<file path="config.mk">
export PLATFORM = sky130hd
export DESIGN_NAME = mtp_ctrl
export DESIGN_NICKNAME = d
export VERILOG_FILES = /design/src/hw/rtl/mtp_pkg.sv /design/src/hw/rtl/mtp_ctrl.sv
export SDC_FILE = /design/constraint.sdc
export NUM_CORES = 1
export LEC_CHECK = 0
export BUFFER_PORTS_ARGS = -buffer_cell sky130_fd_sc_hd__buf_2
export CORE_AREA = 2 2 39 41
export CTS_CLUSTER_DIAMETER = 200
export DETAILED_ROUTE_END_ITERATION = 8
export DIE_AREA = 0 0 41 43
export SYNTH_ARGS = -nofsm -noshare
export SYNTH_HDL_FRONTEND = slang
export SYNTH_SLANG_ARGS = --single-unit
</file>
<file path="constraint.sdc">
create_clock -name clock -period 3.2 [get_ports clock]
set_clock_uncertainty 0.15 [all_clocks]
set_input_delay 0.48 -clock clock [delete_from_list [all_inputs] [get_ports clock]]
set_output_delay 0.48 -clock clock [all_outputs]
set_load 0.005 [all_outputs]
</file>
<file path="src/hw/rtl/mtp_pkg.sv">
`default_nettype none

package mtp_pkg;

   localparam int STATE_DEPTH  = 624;
   localparam int TWIST_OFFSET = 397;
   localparam int WORD_W       = 32;
   localparam int IDX_W        = $clog2(STATE_DEPTH);
   localparam int MULT_W       = 17;

   localparam logic [IDX_W-1:0]  IDX_LAST   = IDX_W'(STATE_DEPTH - 1);
   localparam logic [IDX_W:0]    FAR_OFFSET = (IDX_W+1)'(TWIST_OFFSET);
   localparam logic [IDX_W:0]    FAR_WRAP   = (IDX_W+1)'(STATE_DEPTH);

   localparam logic [MULT_W-1:0] SEED_MULT  = 17'd69069;
   localparam logic [WORD_W-1:0] SEED_RESET = 32'd4357;
   localparam logic [WORD_W-1:0] TWIST_XOR  = 32'h9908_b0df;
   localparam logic [WORD_W-1:0] TEMPER_B   = 32'h9d2c_5680;
   localparam logic [WORD_W-1:0] TEMPER_C   = 32'hefc6_0000;

   typedef struct packed {
      logic fill_start;
      logic fill_step;
      logic read_issue;
      logic twist_commit;
   } mtp_cmd_type;

   typedef struct packed {
      logic fill_last;
   } mtp_sts_type;

   function automatic logic [WORD_W-1:0] mtp_temper(input logic [WORD_W-1:0] y_in);
      logic [WORD_W-1:0] y;
      y = y_in;
      y = y ^ (y >> 11);
      y = y ^ ((y << 7) & TEMPER_B);
      y = y ^ ((y << 15) & TEMPER_C);
      y = y ^ (y >> 18);
      return y;
   endfunction

endpackage

`default_nettype wire

</file>
<file path="src/hw/rtl/mtp_ctrl.sv">
`default_nettype none

module mtp_ctrl
   import mtp_pkg::*;
(
   input  wire          clock,
   input  wire          reset,
   input  wire          req_tvalid,
   output logic         req_tready,
   input  wire          req_reseed,
   output logic         rsp_tvalid,
   input  wire          rsp_tready,
   output mtp_cmd_type  cmd,
   input  mtp_sts_type  sts
);

   typedef enum logic [1:0] {
      IDLE,
      FILL,
      READ,
      TWIST
   } state_type;

   state_type state_ff, state_in;
   logic      seeded_ff, seeded_in;
   logic      rsp_valid_ff, rsp_valid_in;
   logic      req_accept;

   assign req_tready = (state_ff == IDLE);
   assign req_accept = req_tvalid & req_tready;

   always_comb begin
      state_in     = state_ff;
      seeded_in    = seeded_ff;
      rsp_valid_in = rsp_valid_ff & ~rsp_tready;
      cmd          = '0;
      unique case (state_ff)
         IDLE: begin
            if (req_accept) begin
               if (req_reseed || !seeded_ff) begin
                  cmd.fill_start = 1'b1;
                  state_in       = FILL;
               end else begin
                  state_in = READ;
               end
            end
         end
         FILL: begin
            cmd.fill_step = 1'b1;
            if (sts.fill_last) begin
               seeded_in = 1'b1;
               state_in  = READ;
            end
         end
         READ: begin
            cmd.read_issue = 1'b1;
            state_in       = TWIST;
         end
         TWIST: begin
            if (!rsp_valid_ff || rsp_tready) begin
               cmd.twist_commit = 1'b1;
               rsp_valid_in     = 1'b1;
               state_in         = IDLE;
            end
         end
         default: begin
            state_in = IDLE;
         end
      endcase
   end

   always_ff @(posedge clock) begin
      if (reset) begin
         state_ff     <= IDLE;
         seeded_ff    <= 1'b0;
         rsp_valid_ff <= 1'b0;
      end else begin
         state_ff     <= state_in;
         seeded_ff    <= seeded_in;
         rsp_valid_ff <= rsp_valid_in;
      end
   end

   assign rsp_tvalid = rsp_valid_ff;

`ifndef ASSERT_OFF
   a_no_overwrite: assert property (@(posedge clock) disable iff (reset)
      cmd.twist_commit |-> (!rsp_valid_ff || rsp_tready))
      else $error("result register overwritten");

   a_seeded_before_read: assert property (@(posedge clock) disable iff (reset)
      (state_ff == READ) |-> seeded_ff)
      else $error("state read before fill");

   a_twist_after_read: assert property (@(posedge clock) disable iff (reset)
      cmd.read_issue |=> (state_ff == TWIST))
      else $error("read data not consumed");
`endif

endmodule

`default_nettype wire

</file>
==> results.sh, run 1 <==
export IMPL_slew_headroom_pct=84.1
export IMPL_path_clk_slew_ns=0.04
export IMPL_yosys_warnings=0
export IMPL_layout_cells_non_filler=61
export IMPL_worst_pin_slew_ns=0.237
export IMPL_io_buffers=11
export IMPL_grt_setup_unrepaired="no"
export IMPL_startpoint_type="flip-flop"
export IMPL_syn_inst=31
export IMPL_post_cts_buffers=0
export IMPL_dieHeight_um=43
export IMPL_wl_per_cell_um=8.44
export IMPL_drt_pre_antenna_iters=2
export IMPL_dieArea_um2=1760
export IMPL_grt_pass1_vias=218
export IMPL_areaGrowthSynthToFinish_pct=39.0
export IMPL_core_area_um2=1380
export IMPL_drive_gt1_share_pct=33.3
export IMPL_via_per_inst=4.03
export IMPL_finalSetupTns_ns=0
export IMPL_synth_fp_nets=41
export IMPL_clock_sinks=4
export IMPL_initial_core_util_pct=18.1
export IMPL_drtIter0Drc=6
export IMPL_criticalPathCategory="reg -> out"
export IMPL_whs_ns=0.295
export IMPL_period_needed_ns=1.81
export IMPL_n_antenna_cell=0
export IMPL_drt_drc_violations_left=0
export IMPL_cts_htree_levels=1
export IMPL_min_path_type="in -> reg"
export IMPL_ys_seq_area_share_pct=32.0
export IMPL_place_inst=58
export IMPL_swShare_pct=37.8
export IMPL_power_frac_clock_pct=21.7
export IMPL_wl_um=515
export IMPL_vdd_drop_max_mv=0.220
export IMPL_grt_pass1_wl_um=786
export IMPL_setup_ws_ns=1.39
export IMPL_rows=14
export IMPL_numCtsBuffers=3
export IMPL_critical_path_arrival_ns=1.18
export IMPL_grt_overflow_total=0
export IMPL_cp_end_kind="output port"
export IMPL_synth_top_area_cell="dfxtp_1"
export IMPL_p_switching_uw=109
export IMPL_place_congestion=0.654
export IMPL_vias=246
export IMPL_max_freq_mhz=554
export IMPL_netlist_area_um2=250
export IMPL_finalHoldViolations=0
export IMPL_cp_max_fo=6
export IMPL_root_buffer="clkbuf_4"
export IMPL_pre_cts_slack_ns=1.46
export IMPL_final_setup_viol_count=0
export IMPL_hpwl_um=438
export IMPL_die_w_um=41
export IMPL_internal_power_uw=179
export IMPL_power_leakage_uw=0.000180
export IMPL_cap_violations=0
export IMPL_powerDensity_nw_per_um2=827
export IMPL_ant_nets=0
export IMPL_cts_hold_buffers_added=0
export IMPL_comb_power_share_pct=50.6
export IMPL_clk_latency_ns=0.23
export IMPL_p_seq_share_pct=27.7
export IMPL_slew_violations=0
export IMPL_cts_path_max_buffers=2
export IMPL_layout_nets=57
export IMPL_ys_top_cells_by_area="dfxtp_1 32%, ha_1 20%, inv_1 7.5%, nor2b_1 7.5%, nor2_1 6.0%"
export IMPL_synthDistinctLibCells=13
export IMPL_pin_count=12
export IMPL_ys_ff_latch=4
export IMPL_track_usage_pct=7.02
export IMPL_fin_crit_sh_pct=56.5
export IMPL_grt_max_degree=7
export IMPL_crit_required_ns=2.57
export IMPL_synth_top_area_share_pct=32.0
export IMPL_cts_tree="done"
export IMPL_cts_resized=0
export IMPL_antenna_found_initial=0
export IMPL_syn_area_per_cell_um2=8.07
export IMPL_status="finished, final reports clean"
critical path: stages (launching register included):
cell	delay (ns)
dfxtp_1	0.33
inv_1	0.09
ha_1	0.23
nand2_1	0.06
a21oi_1	0.11
buf_2	0.12
cells in the mapped netlist:
master    number
nand2_1        2
nor2_1         4
a211oi_1       1
a21oi_1        2
a21oi_2        1
or2_1          1
nand3b_1       1
inv_1          5
o21ai_0        2
dfxtp_1        4
a221o_1        1
ha_1           4
nor2b_1        3
sequential cells by signal, indices dropped and copies added, names as in the netlist:
name	cells
seeded_ff	1
state_ff	2
rsp_tvalid	1
metal layers:
metal  up-vias  global-route usage (%)  part of all wire (%)
li1        130                       -                     -
met1       113                    6.41                    41
met2         3                    10.9                    54
met3         0                    4.71                   4.9
met4         0                    4.00                     0
met5         -                       0                     0
logic make-up after synthesis:
group                      count (synthesis)  synth area share, %
and+or+nand+nor                           11                 22.0
AOI/OAI and AO/OA                          7                 18.5
buffers and inverters                      5                 7.50
adders and majority gates                  4                 20.0
DFF                                        4                 32.0
layout make-up:
type / count / area (um^2)
multi-input combinational: 22 / 151
timing repair buffer: 11 / 55.1
inverter: 5 / 18.8
sequential: 4 / 80.1
clock buffer: 3 / 22.5
fill: 162 / 1040
tap: 16 / 20.0
cell usage in the layout (no fill, tap or decap):
master	instances
a211oi_1	1
a21oi_1	2
a21oi_2	1
a221o_1	1
buf_2	11
clkbuf_4	3
dfxtp_1	4
ha_1	4
inv_1	5
nand2_1	2
nand3b_1	1
nor2_1	4
nor2b_1	3
o21ai_0	2
or2_1	1
final timing paths:
path | startpoint | end | slack, ns | cells past startpoint
worst max register to register | state_ff[0] | state_ff[0] | 1.47 | 6
worst min register to register | state_ff[0] | state_ff[0] | 0.35 | 2
worst max-delay path | state_ff[0] | cmd[3] | 1.39 | 5
worst min-delay path | reset | state_ff[0] | 0.30 | 2
power by group through the flow:
stage	sequential (uW)	combinational, uW	clock (uW)
after floorplan	77.5	103	0
after global placement	80.4	147	0
after detailed placement	81.4	148	0
after CTS	79.8	149	65.1
after global routing	82.5	167	66.6
final	79.5	146	62.4
metrics by stage:
stage | instance area (um^2) | total power (uW) | utilization [%]
after floorplan | 250 | 181 | -
after detailed placement | 325 | 230 | 23.5
final | 348 | 288 | 25.1
after global routing | 348 | 316 | 25.1
after global placement | 325 | 227 | 23.5
after CTS | 348 | 294 | 25.1
(Power assumes the default switching activity.)
==> run 2: changes to the inputs <==
==> constraint.sdc (replaced) <==
create_clock -name clock -period 1.7 [get_ports clock]
set_clock_uncertainty 0.15 [all_clocks]
set_input_delay 0.255 -clock clock [delete_from_list [all_inputs] [get_ports clock]]
set_output_delay 0.255 -clock clock [all_outputs]
set_load 0.005 [all_outputs]
==> run 2 against run 1 <==
  * Core utilization grew 1.4 points
  * Largest cell class unchanged
  * Largest power group unchanged
  * Global-route usage is essentially flat
  * Setup slack lost 1.3 ns
  * Non-clock buffer count grew 2
  * Highest routed layer unchanged
  * Routed wire length shrank 1.9%
==> results.sh, run 2 (synthesis results as in run 1) <==
export IMPL_regMostFlops="state_ff"
export IMPL_layout_commonest_cell="buf_2"
export IMPL_whs_ns=0.0743
export IMPL_finalHoldViolations=0
export IMPL_status="finished, final reports clean"
export IMPL_ant_nets=0
export IMPL_clock_sinks=4
export IMPL_internal_power_uw=375
export IMPL_track_usage_pct=7.03
export IMPL_critical_path_arrival_ns=1.62
export IMPL_via_per_inst=3.98
export IMPL_cap_violations=0
export IMPL_grt_pass1_wl_um=786
export IMPL_initial_core_util_pct=18.1
export IMPL_cts_tree="done"
export IMPL_numCtsBuffers=3
export IMPL_fin_crit_sh_pct=94.8
export IMPL_largest_register_ffs=2
export IMPL_drive_gt1_share_pct=44.7
export IMPL_core_area_um2=1380
export IMPL_place_congestion=0.655
export IMPL_drtIter0Drc=2
export IMPL_drt_drc_violations_left=0
export IMPL_worstSetupEndpoint="state_ff[0]"
export IMPL_wl_per_cell_um=8.02
export IMPL_cp_max_fo=4
export IMPL_setup_ws_ns=0.0878
export IMPL_wl_um=505
export IMPL_r2r_cells=6
export IMPL_rows=14
export IMPL_grt_pass1_vias=232
export IMPL_min_path_type="in -> reg"
export IMPL_crit_required_ns=1.71
export IMPL_slew_violations=0
export IMPL_drt_pre_antenna_iters=3
export IMPL_slew_headroom_pct=85.7
export IMPL_antenna_found_initial=0
export IMPL_p_switching_uw=212
export IMPL_swShare_pct=36.1
export IMPL_pre_cts_slack_ns=0.0245
export IMPL_pin_count=12
export IMPL_final_setup_viol_count=0
export IMPL_layout_nets=59
export IMPL_vias=251
export IMPL_dieHeight_um=43
export IMPL_comb_power_share_pct=54.1
export IMPL_dieArea_um2=1760
export IMPL_cts_htree_levels=1
export IMPL_max_freq_mhz=620
export IMPL_period_needed_ns=1.61
export IMPL_grt_overflow_total=0
export IMPL_layout_common_cells="11 x buf_2, 4 x inv_1, 4 x nor2_1"
export IMPL_crit_path_start="state_ff[0]"
export IMPL_die_w_um=41
export IMPL_rrSetupSlack_ns=0.09
export IMPL_p_seq_share_pct=26.6
export IMPL_path_clk_slew_ns=0.03
export IMPL_r2r_start="state_ff[0]"
export IMPL_io_buffers=11
export IMPL_root_buffer="clkbuf_4"
export IMPL_cts_path_max_buffers=2
export IMPL_power_frac_clock_pct=19.3
export IMPL_criticalPathCategory="reg -> reg"
export IMPL_clk_latency_ns=0.23
export IMPL_worst_pin_slew_ns=0.214
export IMPL_n_antenna_cell=0
export IMPL_hpwl_um=432
export IMPL_vdd_drop_max_mv=0.622
export IMPL_cp_end_kind="flip-flop"
export IMPL_powerDensity_nw_per_um2=1600
export IMPL_areaGrowthSynthToFinish_pct=47.0
export IMPL_power_leakage_uw=0.000189
export IMPL_startpoint_type="flip-flop"
export IMPL_r2r_end="state_ff[0]"
export IMPL_grt_max_degree=6
[run 2: cell types whose count changed in the layout (fill, tap and decap cells not counted)]
cell,delta
inv_1,-1
dfxtp_1,-2
buf_4,+2
dfxtp_2,+2
ha_2,+1
inv_2,+1
ha_1,-1
[run 2: layout make-up]
cell class / instances / area [um^2]
Timing Repair Buffer: 13 / 70.1
Fill cell: 156 / 1020
Inverter: 5 / 18.8
Multi-Input combinational cell: 22 / 154
Sequential cell: 4 / 82.6
Clock buffer: 3 / 22.5
Tap cell: 16 / 20.0
[run 2: how the worst min path moves through the flow]
stage,from,to,depth (start not counted)
2_1_floorplan,reset,state_ff[0],1
3_3_place_gp,reset,state_ff[0],2
3_5_place_dp,reset,state_ff[0],2
4_1_cts,reset,state_ff[0],2
5_1_grt,reset,state_ff[0],2
6_report,reset,state_ff[0],2
[run 2: critical path, cell delays in order (launching register included)]
cell,delay (ns)
dfxtp_2,0.34
inv_1,0.06
ha_2,0.18
nor2b_1,0.12
a221o_1,0.30
or2_1,0.25
a21oi_2,0.13
[run 2: power groups by stage]
stage               Combinational, uW  Clock, uW  Sequential [uW]
finish                            317        113              156
global route                      364        127              162
CTS                               300        120              150
detailed placement                299          0              152
global placement                  303          0              149
floorplan                         194          0              146
[run 2: stage by stage]
stage          total power, uW  utilization, %  instances  setup TNS [ns]  area, um^2
6_report                   587            26.6         63               0         368
5_1_grt                    653            26.6         63      -0.0000525         368
4_1_cts                    570            25.7         62               0         355
3_5_place_dp               451            24.1         59               0         333
3_3_place_gp               452            24.1         59               0         333
2_1_floorplan              340               -         31               0         250
[run 2: routing by layer]
metal	up-vias	part of all wire, %	GRT usage, %
li1	134	-	-
met4	0	0	2.00
met5	-	0	0
met2	5	53	10.9
met3	0	7.1	6.28
met1	112	40	6.43
[run 2: repair_timing]
action | 4_1_cts | 5_1_grt
hold buffers | 0 | 0
setup buffers | 0 | 1
endpoints found under the setup margin | 0 | 3
resized for setup | 0 | 4
==> run 3: changes to the inputs <==
--- a/config.mk
+++ b/config.mk
@@ -10,6 +10,7 @@
 export CTS_CLUSTER_DIAMETER = 200
 export DETAILED_ROUTE_END_ITERATION = 8
 export DIE_AREA = 0 0 41 43
+export GPL_TIMING_DRIVEN = 0
 export SYNTH_ARGS = -nofsm -noshare
 export SYNTH_HDL_FRONTEND = slang
 export SYNTH_SLANG_ARGS = --single-unit
==> constraint.sdc (replaced) <==
create_clock -name clock -period 1.5 [get_ports clock]
set_clock_uncertainty 0.15 [all_clocks]
set_input_delay 0.225 -clock clock [delete_from_list [all_inputs] [get_ports clock]]
set_output_delay 0.225 -clock clock [all_outputs]
set_load 0.005 [all_outputs]
==> run 3 against run 2 <==
  * The flow now finishes with violations (negative setup slack)
  * Clock-buffer cell count did not move
  * Global-route usage rose by 2.6 points
  * Die area did not move
  * Non-clock buffer count rose by 2
  * Routed wire length rose by 23%
  * Cell area rose by 22%
  * Highest routed layer is now met4
==> results.sh, run 3 (synthesis results as in run 1) <==
export IMPL_pre_cts_slack_ns=-0.0909
export IMPL_wl_met1_um=223
export IMPL_drt_pre_antenna_iters=1
export IMPL_grt_overflow_total=0
export IMPL_finalHoldViolations=0
export IMPL_track_usage_pct=9.62
export IMPL_drtIter0Drc=0
export IMPL_worst_pin_slew_ns=0.191
export IMPL_grt_pass1_wl_um=1010
export IMPL_grt_setup_unrepaired="yes"
export IMPL_power_frac_clock_pct=15.0
export IMPL_multi_input_area_um2=195
export IMPL_cts_hold_buffers_added=0
export IMPL_cp_end_kind="flip-flop"
export IMPL_n_antenna_cell=0
export IMPL_max_freq_mhz=636
export IMPL_vdd_drop_max_mv=0.487
export IMPL_wl_per_cell_um=9.54
export IMPL_cts_htree_levels=1
export IMPL_swShare_pct=36.4
export IMPL_fin_crit_sh_pct=105
export IMPL_root_buffer="clkbuf_4"
export IMPL_cp_max_fo=4
export IMPL_startpoint_type="flip-flop"
export IMPL_io_buffers=11
export IMPL_dieHeight_um=43
export IMPL_clock_sinks=4
export IMPL_final_setup_viol_count=4
export IMPL_status="finished with violations"
export IMPL_p_seq_share_pct=23.0
export IMPL_final_seq_area_um2=87.6
export IMPL_drt_drc_violations_left=0
export IMPL_criticalPathCategory="reg -> reg"
export IMPL_numCtsBuffers=3
export IMPL_period_needed_ns=1.57
export IMPL_rows=14
export IMPL_violations="negative setup slack"
export IMPL_maxUsedRoutingLayer="met4"
export IMPL_largest_register_ffs=2
export IMPL_min_path_type="in -> reg"
export IMPL_grt_pass1_vias=283
export IMPL_layout_nets=61
export IMPL_slew_headroom_pct=87.1
export IMPL_r2r_start="state_ff[0]"
export IMPL_dieArea_um2=1760
export IMPL_rrSetupSlack_ns=-0.07
export IMPL_ant_nets=0
export IMPL_core_area_um2=1380
export IMPL_r2r_cells=6
export IMPL_worstSetupEndpoint="state_ff[0]"
export IMPL_cts_path_max_buffers=2
export IMPL_vias=268
export IMPL_internal_power_uw=574
export IMPL_initial_core_util_pct=18.1
export IMPL_power_leakage_uw=0.000213
export IMPL_path_clk_slew_ns=0.04
export IMPL_hpwl_um=453
export IMPL_antenna_found_initial=0
export IMPL_crit_path_start="state_ff[0]"
export IMPL_layout_commonest_cell="buf_2"
export IMPL_comb_power_share_pct=62.0
export IMPL_p_switching_uw=329
export IMPL_place_congestion=0.668
export IMPL_p_total_uw=903
export IMPL_cap_violations=0
export IMPL_dr_wl_met3_um=34
export IMPL_clk_latency_ns=0.24
export IMPL_drive_gt1_share_pct=61.2
export IMPL_wl_um=620
export IMPL_crit_required_ns=1.52
export IMPL_slew_violations=0
export IMPL_regMostFlops="state_ff"
export IMPL_layout_common_cells="10 x buf_2, 3 x inv_1, 3 x nor2_1, 3 x clkbuf_4, 3 x buf_6"
export IMPL_setup_ws_ns=-0.0735
export IMPL_critical_path_arrival_ns=1.59
export IMPL_pin_count=12
export IMPL_n_fill_cell=147
export IMPL_areaGrowthSynthToFinish_pct=79.0
export IMPL_r2r_end="state_ff[0]"
export IMPL_grt_max_degree=5
export IMPL_die_w_um=41
export IMPL_powerDensity_nw_per_um2=2010
export IMPL_cts_tree="done"
export IMPL_via_per_inst=4.12
export IMPL_wl_met2_um=334
## run 3: changes by cell type in the layout (fill, tap and decap cells not counted), sizes merged
cell | previous run | this run
buf | 13 | 15
## run 3: worst max-delay path, stage by stage (launching register included)
cell and delay, ns:
dfxtp_4 0.38, inv_4 0.05, ha_4 0.15, nor2b_4 0.12, a221o_1 0.31, or2_1 0.24, a21oi_2 0.10
## run 3: layer usage
metal / vias to the layer above / track usage [%]
li1: 139 / -
met1: 120 / 7.67
met2: 6 / 14.1
met3: 3 / 6.28
met4: 0 / 10.0
met5: - / 0
## run 3: worst min path at each step
| stage | startpoint | to | slack (ns) | cells past startpoint |
|---|---|---|---|---|
| 3_3_place_gp | reset | state_ff[0] | 0.28 | 2 |
| 3_5_place_dp | reset | state_ff[0] | 0.28 | 2 |
| 5_1_grt | reset | state_ff[0] | 0.03 | 2 |
| 4_1_cts | reset | state_ff[0] | 0.04 | 2 |
| 6_report | reset | state_ff[0] | 0.04 | 2 |
| 2_1_floorplan | reset | state_ff[0] | 0.13 | 1 |
## run 3: through the flow
stage	utilization, %	area (um^2)	hold WS [ns]	setup TNS (ns)	cells
after detailed placement	24.6	340	0.283	-0.101	58
after floorplan	-	265	0.130	0	31
after global routing	32.4	448	0.0279	-0.392	65
final	32.4	448	0.0408	-0.169	65
after global placement	24.6	340	0.281	-0.0592	58
after CTS	30.0	415	0.0397	-0.190	65
## run 3: cell type report
cell class                 instances  share of cell area (%)
inverter                           5                    5.31
tap                               16                    4.47
multi-input combinational         22                    43.6
clock buffer                       3                    5.03
sequential                         4                    19.6
timing repair buffer              15                    22.1
## run 3: what timing repair did
action	4_1_cts	5_1_grt
pin swaps	3	5
endpoints found under the hold margin	0	0
setup buffers	4	0
resized for setup	6	9
endpoints found under the setup margin	2	5
## run 3: power by group through the flow
stage                     registers (uW)  clock network (uW)  logic, uW
after floorplan                      175                   0        255
after global placement               183                   0        348
after detailed placement             183                   0        365
after CTS                            191                 140        508
after global routing                 214                 160        608
final                                207                 135        560
